==> src/rtl/swc_pkg.sv <==
package swc_pkg;

  localparam int CODE_W = 64;   // sync word register width
  localparam int LEN_W  = 7;    // code_length / threshold / mismatch count width
  localparam int IDX_W  = 2;    // configuration register index width

  typedef enum logic [IDX_W-1:0] {
    REG_CODE_WORD   = 2'd0,
    REG_CODE_LENGTH = 2'd1,
    REG_THRESHOLD   = 2'd2,
    REG_UNUSED      = 2'd3
  } cfg_reg_t;

  typedef struct packed {
    logic data_out;
    logic match_flag;
  } result_t;

  localparam logic [LEN_W-1:0] CODE_LENGTH_RST = 7'd64;

  // Population count of a code-wide word as a balanced adder tree:
  // add neighbor pairs level by level, six levels for 64 bits.
  function automatic logic [LEN_W-1:0] count_ones(input logic [CODE_W-1:0] v);
    logic [LEN_W-1:0] part [CODE_W];
    for (int i = 0; i < CODE_W; i++) begin
      part[i] = LEN_W'(v[i]);
    end
    for (int step = 1; step < CODE_W; step = step * 2) begin
      for (int i = 0; i < CODE_W; i = i + 2 * step) begin
        part[i] = part[i] + part[i + step];
      end
    end
    return part[0];
  endfunction

endpackage

==> src/rtl/swc_match.sv <==
module swc_match import swc_pkg::*; #(
  parameter int HISTORY_BITS = 64
) (
  input  logic [HISTORY_BITS-1:0] bit_history,
  input  logic [CODE_W-1:0]       code_word,
  input  logic [LEN_W-1:0]        code_length,
  input  logic [LEN_W-1:0]        threshold,
  output logic [HISTORY_BITS-1:0] flag_inject
);

  logic [CODE_W-1:0] mismatch;
  logic [LEN_W-1:0]  len_eff;
  logic [LEN_W-1:0]  inject_pos;
  logic              hit;

  // Compare oldest history bits against the leading sync word bits.
  always_comb begin
    mismatch = '0;
    for (int k = 0; k < HISTORY_BITS; k++) begin
      if (LEN_W'(k) < code_length) begin
        mismatch[k] = bit_history[HISTORY_BITS-1-k] ^ code_word[CODE_W-1-k];
      end
    end
  end

  assign len_eff    = (code_length > LEN_W'(HISTORY_BITS)) ? LEN_W'(HISTORY_BITS) : code_length;
  assign hit        = (code_length != '0) && (count_ones(mismatch) <= threshold);
  assign inject_pos = LEN_W'(HISTORY_BITS) - len_eff;

  always_comb begin
    for (int i = 0; i < HISTORY_BITS; i++) begin
      flag_inject[i] = hit && (inject_pos == LEN_W'(i));
    end
  end

endmodule

==> src/rtl/swc_out_buf.sv <==
module swc_out_buf import swc_pkg::*; (
  input  logic    clk,
  input  logic    rst,
  input  logic    push,
  input  result_t push_data,
  output logic    full,
  output logic    out_valid,
  input  logic    out_ready,
  output result_t out_data
);

  result_t     entries [2];
  logic        wr_ptr;
  logic        rd_ptr;
  logic [1:0]  count;
  logic        pop;

  assign pop       = out_valid && out_ready;
  assign full      = (count == 2'd2);
  assign out_valid = (count != 2'd0);
  assign out_data  = entries[rd_ptr];

  always_ff @(posedge clk) begin
    if (rst) begin
      wr_ptr <= 1'b0;
      rd_ptr <= 1'b0;
      count  <= 2'd0;
    end else begin
      if (push) wr_ptr <= ~wr_ptr;
      if (pop)  rd_ptr <= ~rd_ptr;
      count <= count + 2'(push) - 2'(pop);
    end
  end

  always_ff @(posedge clk) begin
    if (push) entries[wr_ptr] <= push_data;
  end

endmodule

==> src/rtl/sync_word_correlator_unit.sv <==
// Each input transfer pushes a result into the output buffer; m_tvalid is high in the cycle after it.
// Throughput: one item per cycle while the output buffer is not full; the
//   correlate-and-shift path and two-entry buffer take an item while one result waits.
// Reset (rst, synchronous): history and flag delay line clear to zero,
//   code_word 0, code_length 64, threshold 0, output buffer empty.
module sync_word_correlator_unit import swc_pkg::*; #(
  parameter int HISTORY_BITS = 64
) (
  input  logic                clk,
  input  logic                rst,
  // Input stream
  input  logic                s_tvalid,
  output logic                s_tready,
  input  logic [7:0]          s_tdata,    // [0] data_bit, [7:1] zero
  // Result stream
  output logic                m_tvalid,
  input  logic                m_tready,
  output logic [7:0]          m_tdata,    // [0] data_out, [7:1] zero
  output logic                m_tuser,    // [0] match_flag
  // Configuration writes
  input  logic                cfg_valid,
  output logic                cfg_ready,
  input  logic [IDX_W-1:0]    cfg_index,
  input  logic [CODE_W-1:0]   cfg_data
);

  // Configuration registers
  logic [CODE_W-1:0]       code_word;
  logic [LEN_W-1:0]        code_length;
  logic [LEN_W-1:0]        threshold;

  // Correlator state: newest bit at bit 0, oldest leaves from the top.
  logic [HISTORY_BITS-1:0] bit_history;
  logic [HISTORY_BITS-1:0] flag_delay;
  logic [HISTORY_BITS-1:0] bit_history_next;
  logic [HISTORY_BITS-1:0] flag_delay_next;
  logic [HISTORY_BITS-1:0] flag_inject;

  logic    in_xfer;
  logic    buf_full;
  result_t result;
  result_t out_result;

  // Configuration is always taken; writes to unknown indexes are dropped.
  assign cfg_ready = 1'b1;

  always_ff @(posedge clk) begin
    if (rst) begin
      code_word   <= '0;
      code_length <= CODE_LENGTH_RST;
      threshold   <= '0;
    end else if (cfg_valid && cfg_ready) begin
      unique case (cfg_reg_t'(cfg_index))
        REG_CODE_WORD:   code_word   <= cfg_data;
        REG_CODE_LENGTH: code_length <= cfg_data[LEN_W-1:0];
        REG_THRESHOLD:   threshold   <= cfg_data[LEN_W-1:0];
        default: ;
      endcase
    end
  end

  // Correlate the history as it stands before the new bit shifts in.
  swc_match #(
    .HISTORY_BITS (HISTORY_BITS)
  ) u_match (
    .bit_history (bit_history),
    .code_word   (code_word),
    .code_length (code_length),
    .threshold   (threshold),
    .flag_inject (flag_inject)
  );

  assign s_tready = !buf_full;
  assign in_xfer  = s_tvalid && s_tready;

  // Result is the oldest history bit and its flag, taken before the shift.
  assign result.data_out   = bit_history[HISTORY_BITS-1];
  assign result.match_flag = flag_delay[HISTORY_BITS-1];

  // Advance both lines; a hit drops its flag where it meets the first
  // data bit after the matched code.
  assign bit_history_next = {bit_history[HISTORY_BITS-2:0], s_tdata[0]};
  assign flag_delay_next  = {flag_delay[HISTORY_BITS-2:0], 1'b0} | flag_inject;

  always_ff @(posedge clk) begin
    if (rst) begin
      bit_history <= '0;
      flag_delay  <= '0;
    end else if (in_xfer) begin
      bit_history <= bit_history_next;
      flag_delay  <= flag_delay_next;
    end
  end

  // Hold results until the downstream side takes them.
  swc_out_buf u_out_buf (
    .clk       (clk),
    .rst       (rst),
    .push      (in_xfer),
    .push_data (result),
    .full      (buf_full),
    .out_valid (m_tvalid),
    .out_ready (m_tready),
    .out_data  (out_result)
  );

  assign m_tdata = {7'b0, out_result.data_out};
  assign m_tuser = out_result.match_flag;

endmodule

==> config.mk <==
export PLATFORM = sky130hd
export DESIGN_NAME = sync_word_correlator_unit
export DESIGN_NICKNAME = d
export VERILOG_FILES = /design/src/rtl/swc_pkg.sv /design/src/rtl/swc_match.sv /design/src/rtl/swc_out_buf.sv /design/src/rtl/sync_word_correlator_unit.sv
export SDC_FILE = /design/constraint.sdc
export NUM_CORES = 1
export LEC_CHECK = 0
export BUFFER_PORTS_ARGS = -buffer_cell sky130_fd_sc_hd__buf_4
export CAP_MARGIN = 20
export CELL_PAD_IN_SITES_DETAIL_PLACEMENT = 1
export CELL_PAD_IN_SITES_GLOBAL_PLACEMENT = 1
export CORE_ASPECT_RATIO = 1.75
export CORE_MARGIN = 3
export CORE_UTILIZATION = 43
export CTS_BUF_LIST = sky130_fd_sc_hd__clkbuf_8
export DETAILED_ROUTE_END_ITERATION = 7
export PLACE_DENSITY_LB_ADDON = 0.1
export SETUP_SLACK_MARGIN = 0.3
export SYNTH_ARGS = -nofsm -noshare
export SYNTH_HDL_FRONTEND = slang
export SYNTH_SLANG_ARGS = --single-unit
==> constraint.sdc <==
create_clock -name clk -period 8.4 [get_ports clk]
set_clock_uncertainty 0.15 [all_clocks]
set_input_delay 0.42 -clock clk [delete_from_list [all_inputs] [get_ports clk]]
set_output_delay 0.42 -clock clk [all_outputs]
set_load 0.005 [all_outputs]
; ---- Yosys cells after proc, flatten, opt, wreduce, memory -nomap -nowiden
; Memories as Yosys holds them, arrays and structs flattened. A register that Yosys moved wholly into a read port is not among the register bits.
; Index checks and enable logic that the tools add are counted.
[word_totals]
ff_bits = 210
latch_bits = 0
ram_bits = 4
romBits = 0
inputBits = 79
out_inout_bits = 12
word_cells = 418
mem_count = 1
[memory_table]
columns = name, depth, word_bits, read_ports, rd_ports_with_merged_regs, wr, line_no
row1 = u_out_buf.entries, 2, 2, 1, 1, 1, swc_out_buf.sv:12  ; result_t entries [2];
[op_classes]
addsub = 66
mul = 0
n_div = 0
magnitude_cmp = 66
n_eq_ne = 66
n_shift = 0
n_mux = 69
bitwise = 67
n_reduce_logical = 75
[ops]
columns = op, n
row1 = $eq 7x6->1 const B, 32
row2 = $lt 6x7->1 const A, 32
row3 = $add 7x7->7, 31
row4 = $eq 7x5->1 const B, 16
row5 = $lt 5x7->1 const A, 16
row6 = $mux 1, 68
row7 = $logic_and 1x1->1, 67
row8 = $add 1x1->2, 32
row9 = $or 64x64->64, 1
row10 = $xor 1x1->1, 64
row11 = $eq 7x4->1 const B, 8
row12 = $lt 4x7->1 const A, 8
row13 = $eq 7x3->1 const B, 4
row14 = $lt 3x7->1 const A, 4
row15 = $eq 7x2->1 const B, 2
row16 = $lt 1x7->1 const A, 2
row17 = $lt 2x7->1 const A, 2
row18 = $eq 7x1->1 const B, 1
row19 = $gt 7x7->1 const B, 1
row20 = $le 7x7->1, 1
row21 = $logic_not 7->1, 1
row22 = $mux 7, 1
row23 = $reduce_bool 7->1, 1
row24 = $sub 7x7->7 const A, 1
row25 = 9 further kinds, 13

; ---- Depth between registers and ports, before layout
[depth]
word_depth = 12
ltp_mapped = 35
depth_no_buf = 31

; ---- Modules after synthesis
; From an unflattened synthesis, not the netlist that was laid out.
[hier_totals]
cells_unflattened = 1451
area_unflattened_um2 = 11593.6
[by_module_without_submodules]
columns = module, instances, cells_per_inst, area_each_um2, seq_area_each_um2
row1 = sync_word_correlator_unit, 1, 903, 7289.5, 4124.0
row2 = swc_match, 1, 519, 3910.0, 0.0
row3 = swc_out_buf, 1, 29, 394.1, 220.2

; ---- Worst setup path after synthesis
; Ideal clock, no wire load.
[synth_path]
path_type = register to register
startpoint = register code_length[3]
endpoint = register flag_delay[44]
setup_time_ps = 70
arrival_ps = 7756
required_time_ps = 8180
setup_slack_ps = 425
stages_incl_launch_ff = 35
path_buffers = 5
synth_period_minus_slack_ps = 7975
cell_sequence = dfxtp_1 > clkbuf_1 > clkbuf_1 > clkbuf_1 > nand4_1 > a21oi_1 > ha_1 > inv_1 > fa_1 > fa_1 > fa_1 > inv_1 > fa_1 > inv_1 > fa_1 > inv_1 > fa_1 > inv_1 > fa_1 > inv_1 > ha_1 > inv_1 > fa_1 > inv_1 > a21o_1 > a21oi_1 > xnor2_1 > ha_1 > o21a_1 > o21ai_0 > a211o_1 > clkbuf_1 > buf_1 > nand4_1 > a21oi_1
[synth_via]
elab_chain_len = 12
elab_cells_between_ends = 200
cone_classes = add/sub: 64 / order compare: 66 / eq/ne: 1 / mux: 65 / bitwise: 1 / reduce/logical: 3
[synth_lines]
columns = element, line_no
row1 = "start, declared", sync_word_correlator_unit.sv:29  ; logic [LEN_W-1:0] code_length;
row2 = "start signal, assigned", sync_word_correlator_unit.sv:55  ; REG_CODE_LENGTH: code_length <= cfg_data[LEN_W-1:0];
row3 = $lt 1x7->1 (tied with other cells), swc_match.sv:20  ; if (LEN_W'(k) < code_length) begin
row4 = $mux 1, swc_match.sv:20
row5 = $add 1x1->2, swc_pkg.sv:30  ; part[i] = part[i] + part[i + step];
row6 = $add 7x7->7 (5 in series), swc_pkg.sv:30
row7 = $le 7x7->1, swc_match.sv:27  ; assign hit = (code_length != '0) && (count_ones(mismatch) <= threshold);
row8 = $logic_and 1x1->1, swc_match.sv:27
row9 = $logic_and 1x1->1 *, swc_match.sv:32  ; flag_inject[i] = hit && (inject_pos == LEN_W'(i));
row10 = $or 64x64->64 *, sync_word_correlator_unit.sv:83  ; assign flag_delay_next = {flag_delay[HISTORY_BITS-2:0], 1'b0} | flag_inject;
row11 = "end signal, assigned", sync_word_correlator_unit.sv:91  ; flag_delay <= flag_delay_next;
row12 = "end, declared", sync_word_correlator_unit.sv:34  ; logic [HISTORY_BITS-1:0] flag_delay;
; Every way passes the cells marked *; elsewhere a longest branch is shown, timed or not.
; A chain may end at the register's enable or synchronous reset.

; ---- Final worst setup path
[layout_path]
startpoint = register code_length[1]
endpoint = register flag_delay[17]
; The elaborated chain is that of the path after synthesis.

==> results.cfg <==
[cells_and_area]
layout-drive-gt1-share = 0.158
nets = 1808
fillers = 3324
synthToLayoutAreaGrowth_pct = 23.8

[setup_path]
max_stage_delay_ns = 0.55
crit_start = code_length[1]$_SDFFE_PP0P_
cp-end-kind = flip-flop
cp.required_ns = 8.67
path_max_fanout = 5
r2r_start = code_length[1]$_SDFFE_PP0P_
arrival_ns = 8.22
rrSetupSlack_ns = 0.45
cp_slowest_cell = fa_1
cp-start-kind = flip-flop
reg2reg_depth = 31
worstSetupPathType = flip-flop to flip-flop
cp_common_cell = fa_1

[detailed_routing]
via_per_inst = 5.31
drtIter0Drc = 380
wirelength_um = 38000
drc_errors = 0
antenna_left = 0
num_vias = 10681
first_pass_iters = 5
wl_per_cell_um = 18.9

[logic_synthesis]
yosys-top-cells-area = dfxtp_1 (35%), fa_1 (10%), nand2_1 (8.9%)
yosys.area.top_type_share = 0.352
synth_seq_area_share = 0.362
synth.most_common_cell = nand2_1
yosys_register_bits = 215
synthTopCellsByCount = nand2_1 (285), dfxtp_1 (211), a21oi_1 (187), inv_1 (128), nor2_1 (113)
synthArstFlopShare = 0
synth_ff_type = dfxtp_1
yosysWarnings = 0
avgSynthCellArea_um2 = 8.12
synth_edf_count = 4
synthDistinctLibCells = 61
syn_area_um2 = 12000
synthCells = 1479
yosys.area.top_type = dfxtp_1

[floorplanning]
initial_core_util = 0.438
core_um2 = 27400
rows = 80
die_h_um = 227
dieArea_um2 = 30000
ios = 91
fp.dieW_um = 132

[timing]
worst_pin_slew_ns = 1.07
hold_ws_ns = 0.0441
final.min_clock_period_ns = 7.95
setup_viol = 0
period_share = 0.946
drv_slew = 0
fmax_mhz = 126
hold_violations = 0
final.setup.tns_ns = 0
grt_setup_unrepaired = false
slew_headroom = 0.289

[placed_design]
io_buffers = 75
place.gp.congestion = 0.900
dp_hpwl_um = 26300

[pwr]
p_leak_nw = 6.02
p_total_mw = 3.85
powerDensity_nw_per_um2 = 259
vdd_drop_max_uv = 286

[run_status]
run_status = finished, final reports clean

[global_routing]
first_global_vias = 11490
gr-total-overflow = 0
groute.usage.overall = 0.251
grt_max_degree = 84
grt_pass1_wl_um = 59800
antenna_found_initial = 2

[clock_network]
path_clk_slew_ns = 0.06
htree_levels = 2
cts_buffers = 35
cts.path.max_buffers = 3
insertion_delay_ns = 0.54
root_buffer = clkbuf_8
clock-sinks = 215
cts_tree = done

[job]
maxCapViolCount = 0

[hold_path]
hold_start = cfg_data[5]
min-delay-path-class = primary input to flip-flop
hold-path-cell-count = 3
stage by stage:
step / std cells / instance area, um2 / setup slack, ns / util
2_1_floorplan: 1485 / 12000 / 0.425 / -
3_3_place_gp: 1865 / 13000 / 0.269 / 0.474
3_5_place_dp: 1865 / 13000 / 0.0705 / 0.474
4_1_cts: 1992 / 14500 / 0.313 / 0.529
5_1_grt: 2012 / 14900 / 0.273 / 0.542
6_report: 2012 / 14900 / 0.452 / 0.542
power by group:
| group | switching (mW) | internal [mW] |
|---|---|---|
| logic | 0.923 | 0.850 |
| clock network | 0.423 | 0.512 |
| registers | 0.0473 | 1.09 |
| total | 1.39 | 2.46 |
cells in the final DEF (no fill, tap or decap), types with 5 or more instances in the layout:
cell type        n
a211o_1          5
a211oi_1        21
a21oi_1        178
a21oi_2          8
a221oi_1         5
and2_1           5
buf_12           7
buf_4          117
buf_6            7
clkbuf_8        45
clkinv_2         5
conb_1           8
dfxtp_1        204
dfxtp_4          5
dlygate4sd3_1   65
fa_1            56
ha_1            50
inv_1          128
inv_2            8
mux2i_1         32
nand2_1        280
nand3_1          9
nand4_1         17
nor2_1         108
nor2b_1          7
nor3_1          21
o21ai_0         49
o21ai_1          5
o22ai_1         15
xnor2_1         57
xor2_1           8
kinds of logic after synthesis:
logic type / Yosys count / share of synthesized area
mux: 35 / 0.0298
xor+xnor: 65 / 0.0474
compound gates: 326 / 0.157
fa+ha+maj: 112 / 0.154
other cells: 2 / 0.000626
buf+inv: 233 / 0.0757
flops: 215 / 0.362
simple gates: 491 / 0.174
path summary, 6_finish.rpt:
check,end
setup reg to reg,flag_delay[17]$_SDFFE_PP0P_
hold reg to reg,flag_delay[21]$_SDFFE_PP0P_
setup / recovery,flag_delay[17]$_SDFFE_PP0P_
hold / removal,threshold[5]$_SDFFE_PP0P_
critical path, delay by kind of cell (launching register included):
kind | cells | cell delay, ns
AO/OA/AOI/OAI | 5 | 0.72
flip-flops | 1 | 0.35
buffers and inverters | 9 | 0.83
adder cells (fa/ha/maj) | 11 | 4.63
AND/OR/NAND/NOR | 5 | 0.90
XOR/XNOR | 1 | 0.24
registers in the layout, indices dropped and copies added (netlist names), named ones only:
signal,count
u_out_buf.count,2
code_length,7
u_out_buf.rd_ptr,1
u_out_buf.entries,4
u_out_buf.wr_ptr,1
bit_history,64
code_word,64
threshold,7
flag_delay,64
routing by layer:
| metal | vias to the layer above | track usage | part of all wire |
|---|---|---|---|
| met2 | 182 | 0.497 | 0.57 |
| met5 | - | 0 | 0 |
| met1 | 5259 | 0.252 | 0.36 |
| li1 | 5141 | - | - |
| met3 | 99 | 0.0310 | 0.025 |
| met4 | 0 | 0.136 | 0.053 |
timing repair:
action / in CTS / in global routing
hold buffers: 65 / 0
setup buffers: 0 / 17
gates resized for setup: 32 / 58
pin swaps: 8 / 27
endpoints found under the hold margin: 70 / 0
gates cloned: 1 / 1
endpoints found under the setup margin: 54 / 64
area by class of cell:
type                       instances  area, um2  share of cell area
multi-input combinational       1037       7000               0.471
inverter                         128        485              0.0327
timing repair buffer             200       1830               0.123
antenna                            2       5.00            0.000337
sequential                       215       4370               0.294
clock buffer                      45        619              0.0417
tap                              369        462              0.0311
clock inverter                    16       96.3             0.00648
(Power assumes the default switching activity.)
